File: src/pts_pkg.sv
// ----------------------------------------------------------------------------
// pts_pkg
// Shared codes, field widths and controller/datapath interface types.
// ----------------------------------------------------------------------------
`default_nettype none

package pts_pkg;

	localparam int MODE_W   = 3;
	localparam int SLOT_IO_W = 4;
	localparam int PERIOD_W = 32;
	localparam int STATUS_W = 2;

	localparam logic [MODE_W-1:0] MODE_TICK   = 3'd0;
	localparam logic [MODE_W-1:0] MODE_CREATE = 3'd1;
	localparam logic [MODE_W-1:0] MODE_START  = 3'd2;
	localparam logic [MODE_W-1:0] MODE_STOP   = 3'd3;
	localparam logic [MODE_W-1:0] MODE_RUN    = 3'd4;

	localparam logic [STATUS_W-1:0] STATUS_OK       = 2'd0;
	localparam logic [STATUS_W-1:0] STATUS_BAD_SLOT = 2'd1;
	localparam logic [STATUS_W-1:0] STATUS_FULL     = 2'd2;

	typedef struct packed {
		logic accept;
		logic scan_eval;
		logic scan_finish;
	} pts_cmd_t;

	typedef struct packed {
		logic scan_empty;
		logic eval_last;
	} pts_sts_t;

endpackage

`default_nettype wire

File: src/pts_ctrl.sv
// ----------------------------------------------------------------------------
// pts_ctrl
// Sequencer: accepts commands and steps the datapath through a run pass.
// ----------------------------------------------------------------------------
`default_nettype none

module pts_ctrl
	import pts_pkg::*;
(
	input  wire logic              clk,
	input  wire logic              arst_n,
	input  wire logic              start,
	input  wire logic [MODE_W-1:0] mode,
	input  wire pts_sts_t          sts,
	output logic                   busy,
	output pts_cmd_t               cmd
);

	typedef enum logic [2:0] {
		ST_IDLE = 3'b001,
		ST_SCAN = 3'b010,
		ST_DONE = 3'b100
	} state_t;

	state_t state_q;
	state_t state_d;

	always_comb begin
		state_d         = state_q;
		cmd.accept      = 1'b0;
		cmd.scan_eval   = 1'b0;
		cmd.scan_finish = 1'b0;
		unique case (state_q)
			ST_IDLE: begin
				cmd.accept = start;
				if (start && mode == MODE_RUN && !sts.scan_empty) begin
					state_d = ST_SCAN;
				end
			end
			ST_SCAN: begin
				cmd.scan_eval = 1'b1;
				if (sts.eval_last) begin
					state_d = ST_DONE;
				end
			end
			ST_DONE: begin
				cmd.scan_finish = 1'b1;
				state_d         = ST_IDLE;
			end
			default: begin
				state_d = ST_IDLE;
			end
		endcase
	end

	always_ff @(posedge clk or negedge arst_n) begin
		if (!arst_n) begin
			state_q <= ST_IDLE;
		end else begin
			state_q <= state_d;
		end
	end

	assign busy = (state_q != ST_IDLE);

endmodule

`default_nettype wire

File: src/pts_dp.sv
// ----------------------------------------------------------------------------
// pts_dp
// Tick counter, slot table and result register of the scheduler.
// ----------------------------------------------------------------------------
`default_nettype none

module pts_dp
	import pts_pkg::*;
#(
	parameter int MAX_SLOTS = 16,
	parameter int TICK_BITS = 32
) (
	input  wire logic                 clk,
	input  wire logic                 arst_n,
	input  wire pts_cmd_t             cmd,
	output pts_sts_t                  sts,
	input  wire logic [MODE_W-1:0]    mode,
	input  wire logic [SLOT_IO_W-1:0] slot_index,
	input  wire logic [PERIOD_W-1:0]  period_ticks,
	output logic                      strobe,
	output logic [SLOT_IO_W-1:0]      slot_out,
	output logic [STATUS_W-1:0]       status,
	output logic                      fired,
	output logic                      last_result
);

	localparam int SLOT_W = (MAX_SLOTS > 1) ? $clog2(MAX_SLOTS) : 1;
	localparam int CNT_W  = $clog2(MAX_SLOTS + 1);
	localparam int IDX_W  = (CNT_W > SLOT_IO_W) ? CNT_W : SLOT_IO_W;
	localparam int CMP_W  = (TICK_BITS > PERIOD_W) ? TICK_BITS : PERIOD_W;

	logic [TICK_BITS-1:0] tick_q;
	logic [CNT_W-1:0]     used_q;
	logic [MAX_SLOTS-1:0] en_q;
	logic [SLOT_W-1:0]    eval_idx_q;
	logic                 pend_valid_q;
	logic [SLOT_W-1:0]    pend_slot_q;

	logic [PERIOD_W-1:0]  period_mem [MAX_SLOTS];
	logic [TICK_BITS-1:0] last_mem   [MAX_SLOTS];
	logic [PERIOD_W-1:0]  period_rd_q;
	logic [TICK_BITS-1:0] last_rd_q;

	logic                 strobe_q;
	logic [SLOT_IO_W-1:0] slot_out_q;
	logic [STATUS_W-1:0]  status_q;
	logic                 fired_q;
	logic                 last_q;

	logic                 is_run;
	logic                 table_full;
	logic                 idx_ok;
	logic [SLOT_W-1:0]    idx_addr;
	logic [SLOT_W-1:0]    new_addr;
	logic [SLOT_W-1:0]    next_addr;
	logic [SLOT_W-1:0]    last_addr;
	logic [TICK_BITS-1:0] elapsed;
	logic                 due;
	logic                 eval_last;

	logic                 pr_we;
	logic                 lr_we;
	logic [SLOT_W-1:0]    lr_addr;
	logic [TICK_BITS-1:0] lr_data;
	logic                 rd_en;
	logic [SLOT_W-1:0]    rd_addr;

	logic                 o_strobe;
	logic [SLOT_IO_W-1:0] o_slot;
	logic [STATUS_W-1:0]  o_status;
	logic                 o_fired;
	logic                 o_last;

	assign is_run     = (mode == MODE_RUN);
	assign table_full = (used_q == CNT_W'(MAX_SLOTS));
	assign idx_ok     = (IDX_W'(slot_index) < IDX_W'(used_q));
	assign idx_addr   = SLOT_W'(slot_index);
	assign new_addr   = SLOT_W'(used_q);
	assign next_addr  = eval_idx_q + SLOT_W'(1);
	assign last_addr  = SLOT_W'(used_q - CNT_W'(1));
	assign eval_last  = (eval_idx_q == last_addr);
	assign elapsed    = tick_q - last_rd_q;
	assign due        = en_q[eval_idx_q] && (CMP_W'(elapsed) >= CMP_W'(period_rd_q));

	assign sts.scan_empty = (used_q == '0);
	assign sts.eval_last  = eval_last;

	// table write and read port control
	always_comb begin
		pr_we   = 1'b0;
		lr_we   = 1'b0;
		lr_addr = new_addr;
		lr_data = '0;
		if (cmd.accept) begin
			unique case (mode)
				MODE_CREATE: begin
					if (!table_full) begin
						pr_we = 1'b1;
						lr_we = 1'b1;
					end
				end
				MODE_START: begin
					if (idx_ok) begin
						lr_we   = 1'b1;
						lr_addr = idx_addr;
						lr_data = tick_q;
					end
				end
				default: begin
				end
			endcase
		end else if (cmd.scan_eval && due) begin
			lr_we   = 1'b1;
			lr_addr = eval_idx_q;
			lr_data = tick_q;
		end
	end

	assign rd_en   = (cmd.accept && is_run) || (cmd.scan_eval && !eval_last);
	assign rd_addr = cmd.scan_eval ? next_addr : '0;

	always_ff @(posedge clk) begin
		if (pr_we) begin
			period_mem[new_addr] <= period_ticks;
		end
		if (lr_we) begin
			last_mem[lr_addr] <= lr_data;
		end
		if (rd_en) begin
			period_rd_q <= period_mem[rd_addr];
			last_rd_q   <= last_mem[rd_addr];
		end
	end

	// result selection
	always_comb begin
		o_strobe = 1'b0;
		o_slot   = '0;
		o_status = STATUS_OK;
		o_fired  = 1'b0;
		o_last   = 1'b0;
		if (cmd.accept) begin
			o_strobe = 1'b1;
			o_last   = 1'b1;
			case (mode) inside
				MODE_CREATE: begin
					if (table_full) begin
						o_status = STATUS_FULL;
					end else begin
						o_slot = SLOT_IO_W'(used_q);
					end
				end
				MODE_START, MODE_STOP: begin
					o_slot = slot_index;
					if (!idx_ok) begin
						o_status = STATUS_BAD_SLOT;
					end
				end
				MODE_RUN: begin
					if (used_q != '0) begin
						o_strobe = 1'b0;
					end
				end
				default: begin
				end
			endcase
		end else if (cmd.scan_eval) begin
			if (due && pend_valid_q) begin
				o_strobe = 1'b1;
				o_slot   = SLOT_IO_W'(pend_slot_q);
				o_fired  = 1'b1;
			end
		end else if (cmd.scan_finish) begin
			o_strobe = 1'b1;
			o_last   = 1'b1;
			if (pend_valid_q) begin
				o_slot  = SLOT_IO_W'(pend_slot_q);
				o_fired = 1'b1;
			end
		end
	end

	always_ff @(posedge clk or negedge arst_n) begin
		if (!arst_n) begin
			tick_q       <= '0;
			used_q       <= '0;
			en_q         <= '0;
			eval_idx_q   <= '0;
			pend_valid_q <= 1'b0;
			pend_slot_q  <= '0;
			strobe_q     <= 1'b0;
			slot_out_q   <= '0;
			status_q     <= STATUS_OK;
			fired_q      <= 1'b0;
			last_q       <= 1'b0;
		end else begin
			strobe_q   <= o_strobe;
			slot_out_q <= o_slot;
			status_q   <= o_status;
			fired_q    <= o_fired;
			last_q     <= o_last;
			if (cmd.accept) begin
				unique case (mode)
					MODE_TICK: begin
						tick_q <= tick_q + TICK_BITS'(1);
					end
					MODE_CREATE: begin
						if (!table_full) begin
							used_q         <= used_q + CNT_W'(1);
							en_q[new_addr] <= 1'b0;
						end
					end
					MODE_START: begin
						if (idx_ok) begin
							en_q[idx_addr] <= 1'b1;
						end
					end
					MODE_STOP: begin
						if (idx_ok) begin
							en_q[idx_addr] <= 1'b0;
						end
					end
					MODE_RUN: begin
						eval_idx_q   <= '0;
						pend_valid_q <= 1'b0;
					end
					default: begin
					end
				endcase
			end else if (cmd.scan_eval) begin
				eval_idx_q <= next_addr;
				if (due) begin
					pend_valid_q <= 1'b1;
					pend_slot_q  <= eval_idx_q;
				end
			end
		end
	end

	assign strobe      = strobe_q;
	assign slot_out    = slot_out_q;
	assign status      = status_q;
	assign fired       = fired_q;
	assign last_result = last_q;

endmodule

`default_nettype wire

File: src/periodic_task_scheduler.sv
// ----------------------------------------------------------------------------
// periodic_task_scheduler
// Tick counter and periodic task slot table with a sequential run pass.
// ----------------------------------------------------------------------------
// Usage:
//   A command transfers on a rising edge with start high and busy low; mode,
//   slot_index and period_ticks are sampled then.
//   Each result shows on slot_out/status/fired/last_result for one cycle
//   with strobe high; last_result marks the final result of a command.
//   The receiver cannot stall; every strobe cycle is a transfer.
//   Tick, create, start, stop and undefined modes: one result in the cycle
//   after the transfer, busy stays low, so a command may follow every cycle.
//   Run: busy stays high while a pass steps over the created slots; the
//   pass reads one slot a cycle from the period and last-run tables (one
//   read port each) and compares in the next. A due slot is held until the
//   next due slot is found or the pass ends, and shows in the cycle after
//   that; the final one comes in the first cycle with busy low again.
//   Run with no created slots answers like the other modes.
//   Reset clears the tick counter, slot count and enable bits; the period
//   and last-run tables are written by create before any read.
// ----------------------------------------------------------------------------
`default_nettype none

module periodic_task_scheduler
	import pts_pkg::*;
#(
	parameter int MAX_SLOTS = 16,
	parameter int TICK_BITS = 32
) (
	input  wire logic                 clk,
	input  wire logic                 arst_n,
	input  wire logic                 start,
	output logic                      busy,
	input  wire logic [MODE_W-1:0]    mode,
	input  wire logic [SLOT_IO_W-1:0] slot_index,
	input  wire logic [PERIOD_W-1:0]  period_ticks,
	output logic                      strobe,
	output logic [SLOT_IO_W-1:0]      slot_out,
	output logic [STATUS_W-1:0]       status,
	output logic                      fired,
	output logic                      last_result
);

	pts_cmd_t cmd;
	pts_sts_t sts;

	pts_ctrl u_ctrl (
		.clk    (clk),
		.arst_n (arst_n),
		.start  (start),
		.mode   (mode),
		.sts    (sts),
		.busy   (busy),
		.cmd    (cmd)
	);

	pts_dp #(
		.MAX_SLOTS (MAX_SLOTS),
		.TICK_BITS (TICK_BITS)
	) u_dp (
		.clk          (clk),
		.arst_n       (arst_n),
		.cmd          (cmd),
		.sts          (sts),
		.mode         (mode),
		.slot_index   (slot_index),
		.period_ticks (period_ticks),
		.strobe       (strobe),
		.slot_out     (slot_out),
		.status       (status),
		.fired        (fired),
		.last_result  (last_result)
	);

endmodule

`default_nettype wire

File: config.mk
export PLATFORM = sky130hd
export DESIGN_NAME = periodic_task_scheduler
export DESIGN_NICKNAME = d
export VERILOG_FILES = /design/src/pts_pkg.sv /design/src/pts_ctrl.sv /design/src/pts_dp.sv /design/src/periodic_task_scheduler.sv
export SDC_FILE = /design/constraint.sdc
export NUM_CORES = 2
export LEC_CHECK = 0
export BUFFER_PORTS_ARGS = -buffer_cell sky130_fd_sc_hd__buf_2
export CORE_ASPECT_RATIO = 0.5
export CORE_MARGIN = 2
export CORE_UTILIZATION = 30
export DETAILED_ROUTE_END_ITERATION = 10
export REMOVE_ABC_BUFFERS = 1
export SYNTH_ARGS = -nofsm -noshare
export SYNTH_HDL_FRONTEND = slang
export SYNTH_SLANG_ARGS = --single-unit
File: constraint.sdc
create_clock -name clk -period 25 [get_ports clk]
set_clock_uncertainty 0.2 [all_clocks]
set_input_delay 1.25 -clock clk [delete_from_list [all_inputs] [get_ports clk]]
set_output_delay 1.25 -clock clk [all_outputs]
set_load 0.02 [all_outputs]
# Yosys cells after proc, flatten, opt, wreduce, memory -nomap -nowiden
# Memory sizes are Yosys's and may differ from the RTL's. A register that Yosys moved wholly into a read port is not among the register bits.
# Cells that the tools add are included.
# word_totals
mem_count	2
inputBits	42
ramBits	1024
reg_bits	74
wordCells	145
out_inout_bits	10
# memory_table
memory	depth	word_bits	read_ports	rd_clocked_by_memory_dff	write_ports	line	rtl
u_dp.last_mem	16	32	1	1	1	pts_dp.sv:40	logic [TICK_BITS-1:0] last_mem [MAX_SLOTS];
u_dp.period_mem	16	32	1	1	1	pts_dp.sv:39	logic [PERIOD_W-1:0] period_mem [MAX_SLOTS];
# op_classes
muxes	70
n_bitwise	7
order_cmp	7
n_reduce_logical	26
add_sub_neg	5
n_eq_ne	16
# op_table
operator	n
2-to-1 mux 32 bit	4
2-to-1 mux 4 bit	16
2-to-1 mux 16 bit	3
one-hot mux 16 bit (3 select lines)	1
2-to-1 mux 1 bit	35
adder 32 x 1 -> 32 bit (second input constant)	1
AND 16 bit	2
greater-or-equal comparator 32 bit	1
inverter 16 bit	2
subtractor 32 bit	1
bitwise OR 16 bit	1
< comparator 4 x 5 -> 1 bit (second input constant)	3
equality test 3 x 2 -> 1 bit (second input constant)	3
logical AND 1 bit	9
AND reduction 3 bit	3
demux 1 bit (select 4 bit)	2
greater-or-equal comparator 4 x 1 -> 1 bit (second input constant)	2
2-to-1 mux 2 bit	4
inequality test 2 x 1 -> 1 bit (second input constant)	4
equality test 3 x 1 -> 1 bit (second input constant)	2
equality test 3 bit (second input constant)	2
2-to-1 mux 3 bit	2
one-hot mux 3 bit (2 select lines)	1
AND reduction 2 bit	3
20 further kinds	24

# Longest topological paths before layout
# depth
ltp_word	8
ltp_mapped	24

# Cells and area by module
# A second synthesis with hierarchy kept.
# unflattened
cells_unflattened	3145
area_unflattened_um2	48621.6
# modules_own_cells
mod	seq_area_each_um2	cells_per_inst	instances	area_each_um2
pts_dp	34448.0	3133	1	48461.5
pts_ctrl	76.3	12	1	160.2

# Worst setup path before layout
# OpenSTA, ideal clock, no wires.
# synth_path
kind	reg-to-reg
startpoint	reg u_dp.tick_q[0]
endpoint	mem u_dp.last_mem[0][0] (enable)
n_path_buf	1
t_required_ps	24298
setup_slack_ps	16788
path_stages_with_launch	23
synth_period_minus_slack_ps	8212
arrival_time_ps	7510
cell_sequence	dfrtp_1 -> inv_1 -> ha_1 -> inv_1 -> fa_1 -> a211oi_1 -> o21bai_1 -> a21oi_1 -> o41a_1 -> o311ai_0 -> nand3_1 -> a32oi_1 -> a21oi_1 -> o211ai_1 -> ha_1 -> a21o_1 -> a21o_1 -> a21oi_1 -> a2111oi_1 -> a311oi_2 -> buf_6 -> a221o_4 -> nor4_1
# synth_between
elab_chain_cells	8
# synth_rtl
item	line	rtl
start: declaration	pts_dp.sv:32	logic [TICK_BITS-1:0] tick_q;
start signal: assignment	pts_dp.sv:205	tick_q <= tick_q + TICK_BITS'(1);
subtractor 32 bit *	pts_dp.sv:82	assign elapsed = tick_q - last_rd_q;
greater-or-equal comparator 32 bit *	pts_dp.sv:83	assign due = en_q[eval_idx_q] && (CMP_W'(elapsed) >= CMP_W'(period_rd_q));
logical AND 1 bit *	pts_dp.sv:83	
logical AND 1 bit *	pts_dp.sv:112	end else if (cmd.scan_eval && due) begin
2-to-1 mux 1 bit	pts_dp.sv:112	
2-to-1 mux 1 bit	pts_dp.sv:94	if (cmd.accept) begin
2-to-1 mux 1 bit	pts_dp.sv:126	if (lr_we) begin
2-to-1 mux 1 bit (implied by the code)	pts_dp.sv:127	last_mem[lr_addr] <= lr_data;
end: declaration	pts_dp.sv:40	
# Mark *: on every way between the ends. The rest lies on a longest branch, timed or not.

# Final worst setup path
# layout_path
startpoint	reg u_dp.tick_q[0]
endpoint	mem u_dp.last_mem[14][22] (enable)
# The elaborated chain is that of the path after synthesis.

==> impl_metrics.yaml <==
outcome:
  status: "finished, final reports clean"
detailed_routing:
  drt-vias-per-instance: 5.05
  drtAntennaViolNets: 0
  first_pass_iters: 6
  dr.first_iter.drc_count: 2396
  wire_per_inst_um: 20.1
  drc: 0
  vias: 29500
  drt-total-wl_um: 118000
sta:
  drv_slew: 0
  tightestPinTransition_ns: 1.38
  rsz0062_at_grt: "no"
  setup_viol: 0
  slew-limit-headroom_pct: 7.78
  timing.final.ws_setup_ns: 17.55
  hold_viol: 0
  min_period_ns: 7.45
  finalCritPeriodShare_pct: 29.8
  fmax_mhz: 134
  timing.hold.ws_ns: 0.301
  tns_ns: 0
hold_path:
  hp-class: "reg2reg"
synth:
  async_flop_share_pct: 6.37
  synth_edf_count: 1088
  synth_area_sq_um: 48700
  ys_seq_area_share_pct: 70.9
  synth_compound_area_share_pct: 12.8
  synth_fa_ha_area_share_pct: 1.89
  synth_area_leaders: "edfxtp_1 67%, a211oi_1 5.0%, nand2_1 4.5%"
  synth_top_area_share_pct: 67.1
  synthMuxAreaShare_pct: 0.365
  synth_top_family_by_area: "compound AO/OA/AOI/OAI gates"
  synthSimpleGateAreaFrac_pct: 10.4
  syn_area_per_cell_sq_um: 13.6
  synthXorXnorAreaFrac_pct: 1.21
  synth_top_area_cell: "edfxtp_1"
  synth_ff_type: "edfxtp_1"
  ys_ff_latch: 1162
  netlist_instances: 3579
  yosys_warnings: 0
  yosysUniqueCellTypes: 64
worst_setup_path:
  critPathSlowestCell: "nor4_2"
  cp_common_cell: "a21oi_1"
  arrival_ns: 7.56
  cp_data_required_time_ns: 25.11
  critPathCaptureType: "flop"
  start_kind: "flop"
  max_stage_delay_ns: 1.03
  cp_cell_sequence: "inv_1 > ha_1 > inv_1 > fa_1 > a211oi_1 > o21bai_1 > a21oi_1 > o41a_1 > o311ai_0 > nand3_1 > a32oi_1 > a21oi_1 > o211ai_1 > ha_1 > a21o_1 > a21o_1 > a21oi_1 > a2111oi_1 > a311oi_4 > buf_4 > a221o_1 > nor4_2 > buf_4"
  worstSetupPathType: "reg2reg"
  cp_max_fo: 39
floorplanning:
  initial_utilization_pct: 30.3
  ios: 52
  die_area_sq_um: 166000
  dieHeight_um: 289
  rows: 104
  die_width_um: 574
  core_sq_um: 161000
flow_run:
  cap_violations: 0
final_layout:
  seq_area_sq_um: 34500
  nNetsFinal: 3683
  multi_input_area_sq_um: 13200
  stdcell_count: 5838
  drive_gt1_share_pct: 9.06
  n_fill_cell: 15400
  area_growth_pct: 13.1
  fin_area_sq_um: 55100
clock_network:
  cts_buffers: 112
  cts_setup_buffers: 0
  cts_root_buf: "clkbuf_16"
  postCtsResizedCells: 0
  cts_tree: "yes"
  cts.clk_slew.worst_paths_ns: 0.07
  clock_latency_ns: 0.68
  ctsHoldBuffers: 0
  cts.path.max_buffers: 3
  htreeDepth: 3
  cts_sinks: 1162
power:
  p_per_area_nw_per_um2: 74.4
  p_leak_nw: 18.0
  vdd_ir_drop_max_mv: 0.0569
place:
  routabilityCongestion: 0.798
  dp_hpwl_um: 62000
  dp_cells: 5627
  dpl_cell_area_sq_um: 51500
  pre_cts_slack_ns: 17.44
  io_buffers: 51
global_route:
  grt_usage_pct: 13.8
  grt_pass1_vias: 28700
  grt_pass1_wl_um: 177000
  antenna_found_initial: 12
  overflow: 0
  grt_max_degree: 194
-- cells in the mapped netlist (4+ instances only) --
library cell,count
nand4_1,20
o21ai_0,20
a21o_1,31
and2_1,8
o41ai_1,6
a31oi_1,137
nand2_1,584
nand2b_1,10
xor2_1,21
a311oi_1,130
mux2_2,6
dfrtp_1,73
clkbuf_1,228
a211oi_1,324
nor2b_1,295
edfxtp_1,1088
nor3_1,15
mux4_2,4
xnor2_1,46
and3_1,11
o31ai_1,10
nor4_1,18
ha_1,72
inv_1,77
buf_1,4
nand3_1,30
nor2_1,55
a221o_1,6
nand3b_1,4
a21oi_1,191
o21bai_1,4
-- power breakdown --
group	switching, mW	leakage [nW]	internal [mW]
sequential	0.0308	10.4	2.16
clock	0.705	1.73	0.917
combinational	0.204	5.81	0.0859
total	0.940	18.0	3.16
-- flip-flops by register name, summed over array words and instances, names as in the netlist, 5 cells and up --
signal	count
u_dp.used_q	5
u_dp.tick_q	32
u_dp.en_q	16
u_dp.last_rd_q	32
u_dp.period_mem	512
u_dp.last_mem	512
u_dp.period_rd_q	32
-- logic make-up (layout without fill, tap and decap cells) --
group | after synthesis | count (layout)
buffers and inverters | 315 | 400
flip-flops | 1162 | 1162
AO/OA/AOI/OAI | 886 | 886
XOR/XNOR | 67 | 67
adder cells (fa/ha/maj) | 73 | 73
AND/OR/NAND/NOR | 1064 | 1064
other | 0 | 1
multiplexers | 12 | 12
-- per-layer routing --
layer / routed length [um] / share of wire (%) / GRT usage [%] / vias up
li1: - / - / - / 13700
met1: 51900 / 44 / 18.5 / 14800
met2: 57200 / 49 / 23.7 / 795
met3: 6070 / 5.2 / 1.63 / 169
met4: 2300 / 2.0 / 3.45 / 8
met5: 50 / 0.043 / 0 / -
-- final timing paths --
path / from / endpoint / slack [ns] / depth (start not counted)
setup / recovery: u_dp.tick_q[0] / u_dp.last_mem[14][22] / 17.55 / 23
hold / removal: u_dp.pend_slot_q[2] / u_dp.slot_out[2] / 0.30 / 1
setup reg to reg: u_dp.tick_q[0] / u_dp.last_mem[14][22] / 17.55 / 23
hold reg to reg: u_dp.pend_slot_q[2] / u_dp.slot_out[2] / 0.30 / 1
max in group asynchronous: arst_n / u_dp.eval_idx_q[0] / 23.33 / 1
min in group asynchronous: arst_n / u_dp.strobe / 0.52 / 1
-- final cells by class --
type | count | area share (%)
sequential | 1162 | 62.7
inverter | 77 | 0.525
tap | 2173 | 4.94
clock inverter | 54 | 0.775
clock buffer | 156 | 5.63
multi-input combinational | 2102 | 24.0
antenna | 1 | 0.00454
timing repair buffer | 113 | 1.43
-- through the flow --
step	util, %	total power [mW]
floorplan	-	2.42
global placement	32.0	2.50
detailed placement	32.0	2.51
CTS	34.2	4.13
global route	34.2	4.24
finish	34.2	4.10
-- critical path: cells and delay by family, from the launching register on --
kind	cells	cell delay, ns
AOI/OAI and AO/OA	14	3.62
and+or+nand+nor	2	1.21
buffers and inverters	4	1.06
adders and majority gates	3	0.60
DFF	1	0.37
-- cells in the final DEF, fill, tap and decap left out, types with 46 or more instances in the layout --
| cell | n |
|---|---|
| a311oi_1 | 130 |
| inv_1 | 77 |
| nor2b_1 | 294 |
| a21oi_1 | 191 |
| dfrtp_1 | 72 |
| clkbuf_16 | 114 |
| buf_2 | 50 |
| a211oi_1 | 324 |
| nand2_1 | 579 |
| edfxtp_1 | 1088 |
| a31oi_1 | 137 |
| buf_4 | 58 |
| ha_1 | 72 |
| xnor2_1 | 46 |
Note: power is estimated with default switching activity, not from simulation.
